[src/rtl/core/tlbp_pkg.sv]
`timescale 1ns / 1ps
package tlbp_pkg;

  // Operation codes
  localparam logic OP_PREDICT = 1'b0;
  localparam logic OP_UPDATE  = 1'b1;

  // Register indexes on the configuration port
  localparam logic [2:0] REG_ENTRY_COUNT    = 3'd0;
  localparam logic [2:0] REG_HISTORY_LENGTH = 3'd1;
  localparam logic [2:0] REG_TAG_WIDTH      = 3'd2;
  localparam logic [2:0] REG_GLOBAL_HISTORY = 3'd3;
  localparam logic [2:0] REG_GLOBAL_TABLE   = 3'd4;
  localparam logic [2:0] REG_SHARE_XOR      = 3'd5;

  // 2-bit counter value after reset or reallocation
  localparam logic [1:0] CTR_WNT = 2'b01;

  // Tag geometry
  localparam int TAG_BITS = 30;
  localparam logic [4:0] TAG_WIDTH_MAX = 5'd30;

  // Remainder unit: pc[31:2] walked DIV_BITS bits per step
  localparam int DIV_BITS  = 5;
  localparam int DIV_STEPS = 6;
  localparam logic [2:0] DIV_LAST = 3'(DIV_STEPS - 1);

  typedef enum logic [1:0] {
    ST_IDLE,
    ST_DIVIDE,
    ST_READ,
    ST_EXEC
  } state_e;

  typedef struct packed {
    logic load;
    logic div_step;
    logic mem_read;
    logic commit;
  } cmd_t;

  typedef struct packed {
    logic div_last;
    logic out_block;
  } status_t;

endpackage

[src/rtl/core/tlbp_ctrl.sv]
`timescale 1ns / 1ps
module tlbp_ctrl (
  input  logic             clk_i,
  input  logic             rst_ni,
  input  logic             in_valid_i,
  output logic             in_stall_o,
  input  tlbp_pkg::status_t status_i,
  output tlbp_pkg::cmd_t   cmd_o
);
  import tlbp_pkg::*;

  state_e state_q, state_d;

  always_ff @(posedge clk_i or negedge rst_ni) begin
    if (!rst_ni) begin
      state_q <= ST_IDLE;
    end else begin
      state_q <= state_d;
    end
  end

  always_comb begin
    state_d = state_q;
    unique case (state_q)
      ST_IDLE: begin
        if (in_valid_i) state_d = ST_DIVIDE;
      end
      ST_DIVIDE: begin
        if (status_i.div_last) state_d = ST_READ;
      end
      ST_READ: state_d = ST_EXEC;
      ST_EXEC: begin
        if (!status_i.out_block) state_d = ST_IDLE;
      end
      default: state_d = ST_IDLE;
    endcase
  end

  always_comb begin
    cmd_o = '0;
    in_stall_o = 1'b1;
    unique case (state_q)
      ST_IDLE: begin
        in_stall_o = 1'b0;
        cmd_o.load = in_valid_i;
      end
      ST_DIVIDE: cmd_o.div_step = 1'b1;
      ST_READ:   cmd_o.mem_read = 1'b1;
      ST_EXEC:   cmd_o.commit = !status_i.out_block;
      default: ;
    endcase
  end

endmodule

[config.mk]
export PLATFORM = sky130hd
export DESIGN_NAME = tlbp_ctrl
export DESIGN_NICKNAME = d
export VERILOG_FILES = /design/src/rtl/core/tlbp_pkg.sv /design/src/rtl/core/tlbp_ctrl.sv
export SDC_FILE = /design/constraint.sdc
export NUM_CORES = 1
export LEC_CHECK = 0
export BUFFER_PORTS_ARGS = -buffer_cell sky130_fd_sc_hd__buf_2
export CORE_AREA = 2 2 39 41
export CTS_CLUSTER_DIAMETER = 120
export DETAILED_ROUTE_END_ITERATION = 12
export DIE_AREA = 0 0 41 43
export PLACE_DENSITY = 0.32
export SYNTH_ARGS = -nofsm -noshare
export SYNTH_HDL_FRONTEND = slang
export SYNTH_SLANG_ARGS = --single-unit
[constraint.sdc]
create_clock -name clk_i -period 1.4 [get_ports clk_i]
set_clock_uncertainty 0.2 [all_clocks]
set_input_delay 0.14 -clock clk_i [delete_from_list [all_inputs] [get_ports clk_i]]
set_output_delay 0.14 -clock clk_i [all_outputs]
set_load 0.02 [all_outputs]
**Word level (Yosys, flattened, before mapping)**

Index checks and enable logic that the tools add are counted.

- Latch bits: 0
- Memory bits (writable): 0
- Register bits: 2
- ROM bits: 0
- Memories: 0

- Reduce and logical (&&, ||, !) cells: 3
- Magnitude comparators: 0
- Div/mod/pow operators: 0
- Shift operators: 0
- $add $sub $neg: 0
- Multipliers: 0
- Eq/ne operators: 6
- Muxes and demuxes: 9
- Bitwise logic cells: 0

Operators with widths:

| cell | number |
|---|---|
| 2-bit one-hot mux with 4 select lines | 1 |
| 2-bit 2-to-1 mux | 3 |
| 2-bit != test (second input constant) | 3 |
| 1-bit 2-to-1 mux | 5 |
| 2-bit == test (second input constant) | 2 |
| 3-bit AND reduction | 1 |
| 2-bit by 1-bit == test with 1-bit output (second input constant) | 1 |
| 2-bit zero test | 1 |
| 1-bit zero test | 1 |

**Longest topological paths before layout**

Gate-level depths: netlist of run 1.

- Depth after elaboration: 3
- Mapped depth: 5
- Depth with buffers taken out: 5

**Least setup slack after synthesis of run 1**

No wires, ideal clock.

- Path kind: register -> register
- Start point: register state_q[1]
- End point: register state_q[1]
- Buffers on the path: 0
- Library setup time: 0.125 ns
- Setup slack: -0.274 ns
- Arrival time: 1.349 ns
- Stages on the path, launching flop included: 6
- Cells stage by stage: dfrtp_1 -> inv_1 -> ha_1 -> inv_1 -> o221ai_2 -> mux2_4

- Cells in the longest elaborated chain, start to end: 3

RTL lines:

| element | RTL line | RTL |
|---|---|---|
| start: declaration | tlbp_ctrl.sv:12 | `state_e state_q, state_d;` |
| start signal: assignment | tlbp_ctrl.sv:18 | `state_q <= state_d;` |
| 2-bit by 1-bit == test with 1-bit output, or another cell as far along | tlbp_ctrl.sv:24 | `unique case (state_q)` |
| 2-bit != test (no line) | - |  |
| 3-bit AND reduction (no line) | - |  |

Several ways; a longest one is shown, not always the timed one.
A chain may end at the register's enable or synchronous reset.

**Worst setup path after layout of run 1**

Same ends and word-level chain as after synthesis.

==> results of run 1 <==
layer usage:
layer	GRT usage, %	vias to the layer above	share of wire [%]
met1	5.13	87	33
met3	1.57	0	7.2
li1	-	99	-
met5	0	-	0
met2	9.38	7	60
met4	2.00	0	0
critical path: stages (launching register included):
cell and delay, ps:
dfrtp_1 400, inv_2 120, ha_4 140, inv_2 40, o221ai_4 190, mux2_4 320
cell families (layout without fill, tap and decap cells):
logic type / count (synthesis) / after routing / share of synthesized area [%]
muxes: 2 / 2 / 13.2
buffers and inverters: 4 / 24 / 7.94
adders and majority gates: 5 / 5 / 33.1
and+or+nand+nor: 4 / 4 / 11.3
AOI/OAI and AO/OA: 1 / 1 / 7.94
DFF: 2 / 2 / 26.5
timing repair:
action                     in CTS  in global routing
setup endpoints to repair       6                  7
pin swaps                       0                  1
hold endpoints to repair        2                  0
buffers inserted                1                  2
hold buffers                    1                  0
gates resized for setup         9                  3
cell usage after synthesis:
cell / instances
nor2_1: 1
o221ai_2: 1
mux2i_1: 1
mux2_4: 1
nor2b_1: 1
nand2_1: 1
ha_1: 5
and2_2: 1
inv_2: 1
inv_1: 3
dfrtp_1: 2
power by group:
| group | internal, mW | total, mW | switching [mW] |
|---|---|---|---|
| clock network | 0.0944 | 0.124 | 0.0301 |
| registers | 0.0949 | 0.124 | 0.0291 |
| logic | 0.475 | 0.862 | 0.387 |
worst max-delay path by stage:
stage | slack, ps | depth (start not counted) | from | endpoint
floorplan | -130 | 5 | state_q[1] | state_q[1]
global placement | -150 | 6 | state_q[1] | state_q[0]
detailed placement | -170 | 6 | state_q[1] | state_q[0]
CTS | -140 | 5 | state_q[1] | state_q[1]
global route | -190 | 6 | state_q[1] | state_q[0]
finish | -120 | 5 | state_q[1] | state_q[1]
final cells by class:
class                   instances  share of cell area, %
clock buffers                   3                   5.28
inverters                       4                   4.11
multi-input cells              12                   43.4
flip-flops and latches          2                   12.0
well taps                      16                   4.69
repair buffers                 17                   30.5
through the flow:
stage	hold WS, ps	utilization (%)	setup WS (ps)	instances	TNS (ps)
global placement	-275	23.3	-148	47	-272
finish	26.9	30.8	-125	54	-404
CTS	22.0	28.7	-140	52	-643
floorplan	-356	-	-135	18	-135
detailed placement	-274	23.3	-167	47	-291
global route	29.8	30.8	-190	54	-724
==> metrics.cfg, run 1 <==
[floorplanning]
core_area_sq_um=1380
die_y_um=43
start_util_pct=13.7
io_pins=10
die_w_um=41
num_rows=14
die-area_sq_um=1760

[critical_path]
worstPathArrival_ps=1430
r2r-end=state_q[1]
worstPathRequired_ps=1300
reg2reg_depth=5
timing.rr.start=state_q[1]
r2r_slack_ps=-120
critical_path_class=register to register
crit_fanout=3
worst_setup_path_end_kind=register
cp-start-kind=register

[power]
ir_worst_vdd_mv=0.818
p_leak_nw=0.198
power_mw=1.11
p_per_area_nw_per_um2=2600

[clocking]
htree_levels=1
numCtsBuffers=3
cts_tree=built
clk_latency_ps=220
cts.clk_slew.worst_paths_ps=30
root_buffer=clkbuf_4
clock_sinks=2
clockBufferDepth=2

[logic_synthesis]
synthCells=18
yosys.cell_types.count=11
synth_top_area_cell=ha_1
synth-seq-cells=2
synth_warnings=0
synth_area_sq_um=189
syn_nets=28
seq_area_frac_synth_pct=26.5
synth_top_area_share_pct=33.1
synth_area_leaders=ha_1 33%, dfrtp_1 26%, mux2_4 7.9%
syn_avg_cell_area_sq_um=10.5

[status]
violations=negative setup slack
status=complete, but fails checks

[timing]
worst_pin_slew_ps=197
fin_crit_ps=1520
rsz0062_at_grt=yes
fmax_mhz=656
finalMaxSlewViolations=0
setup_viol=7
finalWorstSetupSlack_ps=-125
period_share_pct=109
maxSlewHeadroom_pct=86.9
finalHoldViolations=0

[detailed_routing]
dr.pass1.iters=1
drtIter0Drc=0
drc=0
drt-vias-per-instance=3.57
ant_nets=0
wl_per_cell_um=8.74
routed_wl_um=472
num_vias=193

[global_route]
grt_pass1_vias=174
grt_usage_pct=5.22
gr-total-overflow=0
antenna_found_initial=0
grt_pass1_wl_um=614
grt_max_degree=4

[place]
place_area_sq_um=323
gp_congestion=0.664
portBuffers=9
dp_hpwl_um=389

[cells_and_area]
fillers=159
seqCellArea_sq_um=51.3
drive_gt1_share_pct=81.6
final_cell_area_sq_um=427
largest_reg_flops=2
area_delta_synth_final_pct=126
multi_input_area_sq_um=185
diodes=0
fin_nets=50
top_register=state_q
largestRegisters=state_q: 2 flops
layout_common_cells=6 x buf_2, 6 x buf_4, 4 x buf_6

[job]
max-cap-violations=0

[min_path]
hold_path_class=primary input to async pin

No activity file was read; power rests on OpenSTA's default activity.
==> run 2: changes to the inputs <==
--- a/config.mk
+++ b/config.mk
@@ -11,6 +11,8 @@
 export DETAILED_ROUTE_END_ITERATION = 12
 export DIE_AREA = 0 0 41 43
 export PLACE_DENSITY = 0.32
+export REMOVE_ABC_BUFFERS = 1
+export SETUP_SLACK_MARGIN = 0.5
 export SYNTH_ARGS = -nofsm -noshare
 export SYNTH_HDL_FRONTEND = slang
 export SYNTH_SLANG_ARGS = --single-unit
==> run 2 against run 1 <==
  * The flow still finishes with violations (negative setup slack)
  * Setup slack worse by 4.4 ps
  * Register-to-register slack hardly changed
  * Highest routed layer unchanged
  * First-iteration DRC count stayed put
  * Critical path depth stayed put
==> metrics.cfg, run 2 (synthesized netlist as in run 1, its figures left out) <==
[power]
switchingPower_mw=0.373
pwr-share-comb_pct=74.4
p_leak_nw=0.200
netSwitchingFraction_pct=38.8
power_mw=0.961
p_seq_share_pct=12.6
p_int_mw=0.588
power.share.clock_pct=13.0
ir_worst_vdd_mv=0.923
p_per_area_nw_per_um2=2420

[floorplanning]
core_area_sq_um=1380
io_pins=10
die-area_sq_um=1760
start_util_pct=13.7
die_y_um=43
num_rows=14
die_w_um=41

[place]
portBuffers=9
gp_congestion=0.624
preCtsSetupSlack_ps=-154
dp_hpwl_um=354

[min_path]
hold_path_class=primary input to async pin

[timing]
finalWorstSetupSlack_ps=-129
setup_viol=6
fmax_mhz=654
worst_pin_slew_ps=200
fin_crit_ps=1530
maxSlewHeadroom_pct=86.6
finalMaxSlewViolations=0
rsz0062_at_grt=yes
finalHoldViolations=0
period_share_pct=109

[clocking]
clockBufferDepth=2
cts.clk_slew.worst_paths_ps=30
clock_sinks=2
root_buffer=clkbuf_4
htree_levels=1
clk_latency_ps=220
numCtsBuffers=3
cts_tree=built

[cells_and_area]
layout.cells.most_common=buf_4
layout_common_cells=12 x buf_4, 5 x buf_2, 3 x clkbuf_4
fillers=159
multi_input_area_sq_um=154
seqCellArea_sq_um=50.0
diodes=0
largest_reg_flops=2
area_delta_synth_final_pct=111
drive_gt1_share_pct=75.0
largestRegisters=state_q: 2 flops
top_register=state_q
fin_nets=52

[global_route]
antenna_found_initial=0
grt_max_degree=4
grt_pass1_wl_um=669
gr-total-overflow=0
grt_usage_pct=6.33
grt_pass1_vias=193

[detailed_routing]
routed_wl_um=485
dr.pass1.iters=1
ant_nets=0
drtIter0Drc=0
drt-vias-per-instance=3.59
wl_per_cell_um=8.66
drc=0
num_vias=201

[critical_path]
worst_setup_path_end_kind=register
crit_slowest_cell=dfrtp_1
critPathMaxStageDelay_ps=400
worstPathRequired_ps=1300
crit_fanout=3
worstPathArrival_ps=1430
crit_top_cell=inv_2
critical_path_class=register to register
path_cells=inv_2, ha_2, inv_2, o221ai_2, mux2_4
cp-start-kind=register

[status]
violations=negative setup slack
status=complete, but fails checks

[job]
max-cap-violations=0

[run 2: cell count changes in the layout (fill, tap and decap cells not counted), moves of 2 or more]
cell	delta
buf_4	+6
buf_6	-3
ha_2	+2
inv_1	+2
[run 2: per-stage QoR]
stage / util (%) / hold slack (ps) / TNS, ps / area (sq um) / cells
4_1_cts: 28.2 / 17.7 / -562 / 390 / 55
3_3_place_gp: 21.1 / -271 / -230 / 292 / 48
5_1_grt: 28.8 / 41.6 / -837 / 398 / 56
2_1_floorplan: - / -356 / -382 / 189 / 18
6_report: 28.8 / 30.1 / -532 / 398 / 56
3_5_place_dp: 21.1 / -272 / -256 / 292 / 48
[run 2: power groups by stage]
stage | registers, mW | clock network (mW) | logic (mW)
after global routing | 0.124 | 0.137 | 0.776
final | 0.121 | 0.125 | 0.715
after floorplan | 0.115 | 0 | 0.332
after global placement | 0.119 | 0 | 0.547
after detailed placement | 0.119 | 0 | 0.540
after CTS | 0.119 | 0.136 | 0.702
[run 2: worst max-delay path: cells and delay by family (launching register included)]
family	cells	cell delay (ps)
mux	1	320
fa+ha+maj	1	190
compound gates	1	160
flops	1	400
buf+inv	2	140
[run 2: repair_timing]
item                       in CTS  in global routing
pin swaps                       1                  0
gates resized for setup        12                  0
cloned                          0                  0
hold endpoints to repair        2                  0
setup endpoints to repair       7                  7
buffers inserted                3                  1
hold buffers                    1                  0
[run 2: metal layers]
metal,up-vias,track usage [%],share of wire (%)
li1,102,-,-
met1,89,5.14,37
met2,10,9.06,50
met3,0,3.14,13
met4,0,8.00,0
met5,-,0,0
[run 2: area by class of cell]
class                   instances  area share [%]
multi-input cells              12            38.7
repair buffers                 19            34.3
flip-flops and latches          2            12.6
clock buffers                   3            5.66
well taps                      16            5.03
inverters                       4            3.77
[run 2: worst paths after layout]
kind / from / to / slack, ps / depth (start not counted)
min in group clk_i: status_i[0] / state_q[1] / 150 / 4
worst max-delay path: state_q[1] / state_q[1] / -130 / 5
max in group asynchronous: rst_ni / state_q[0] / 880 / 2
worst max register to register: state_q[1] / state_q[1] / -130 / 5
worst min register to register: state_q[1] / state_q[1] / 480 / 2
worst min-delay path: rst_ni / state_q[1] / 30 / 2
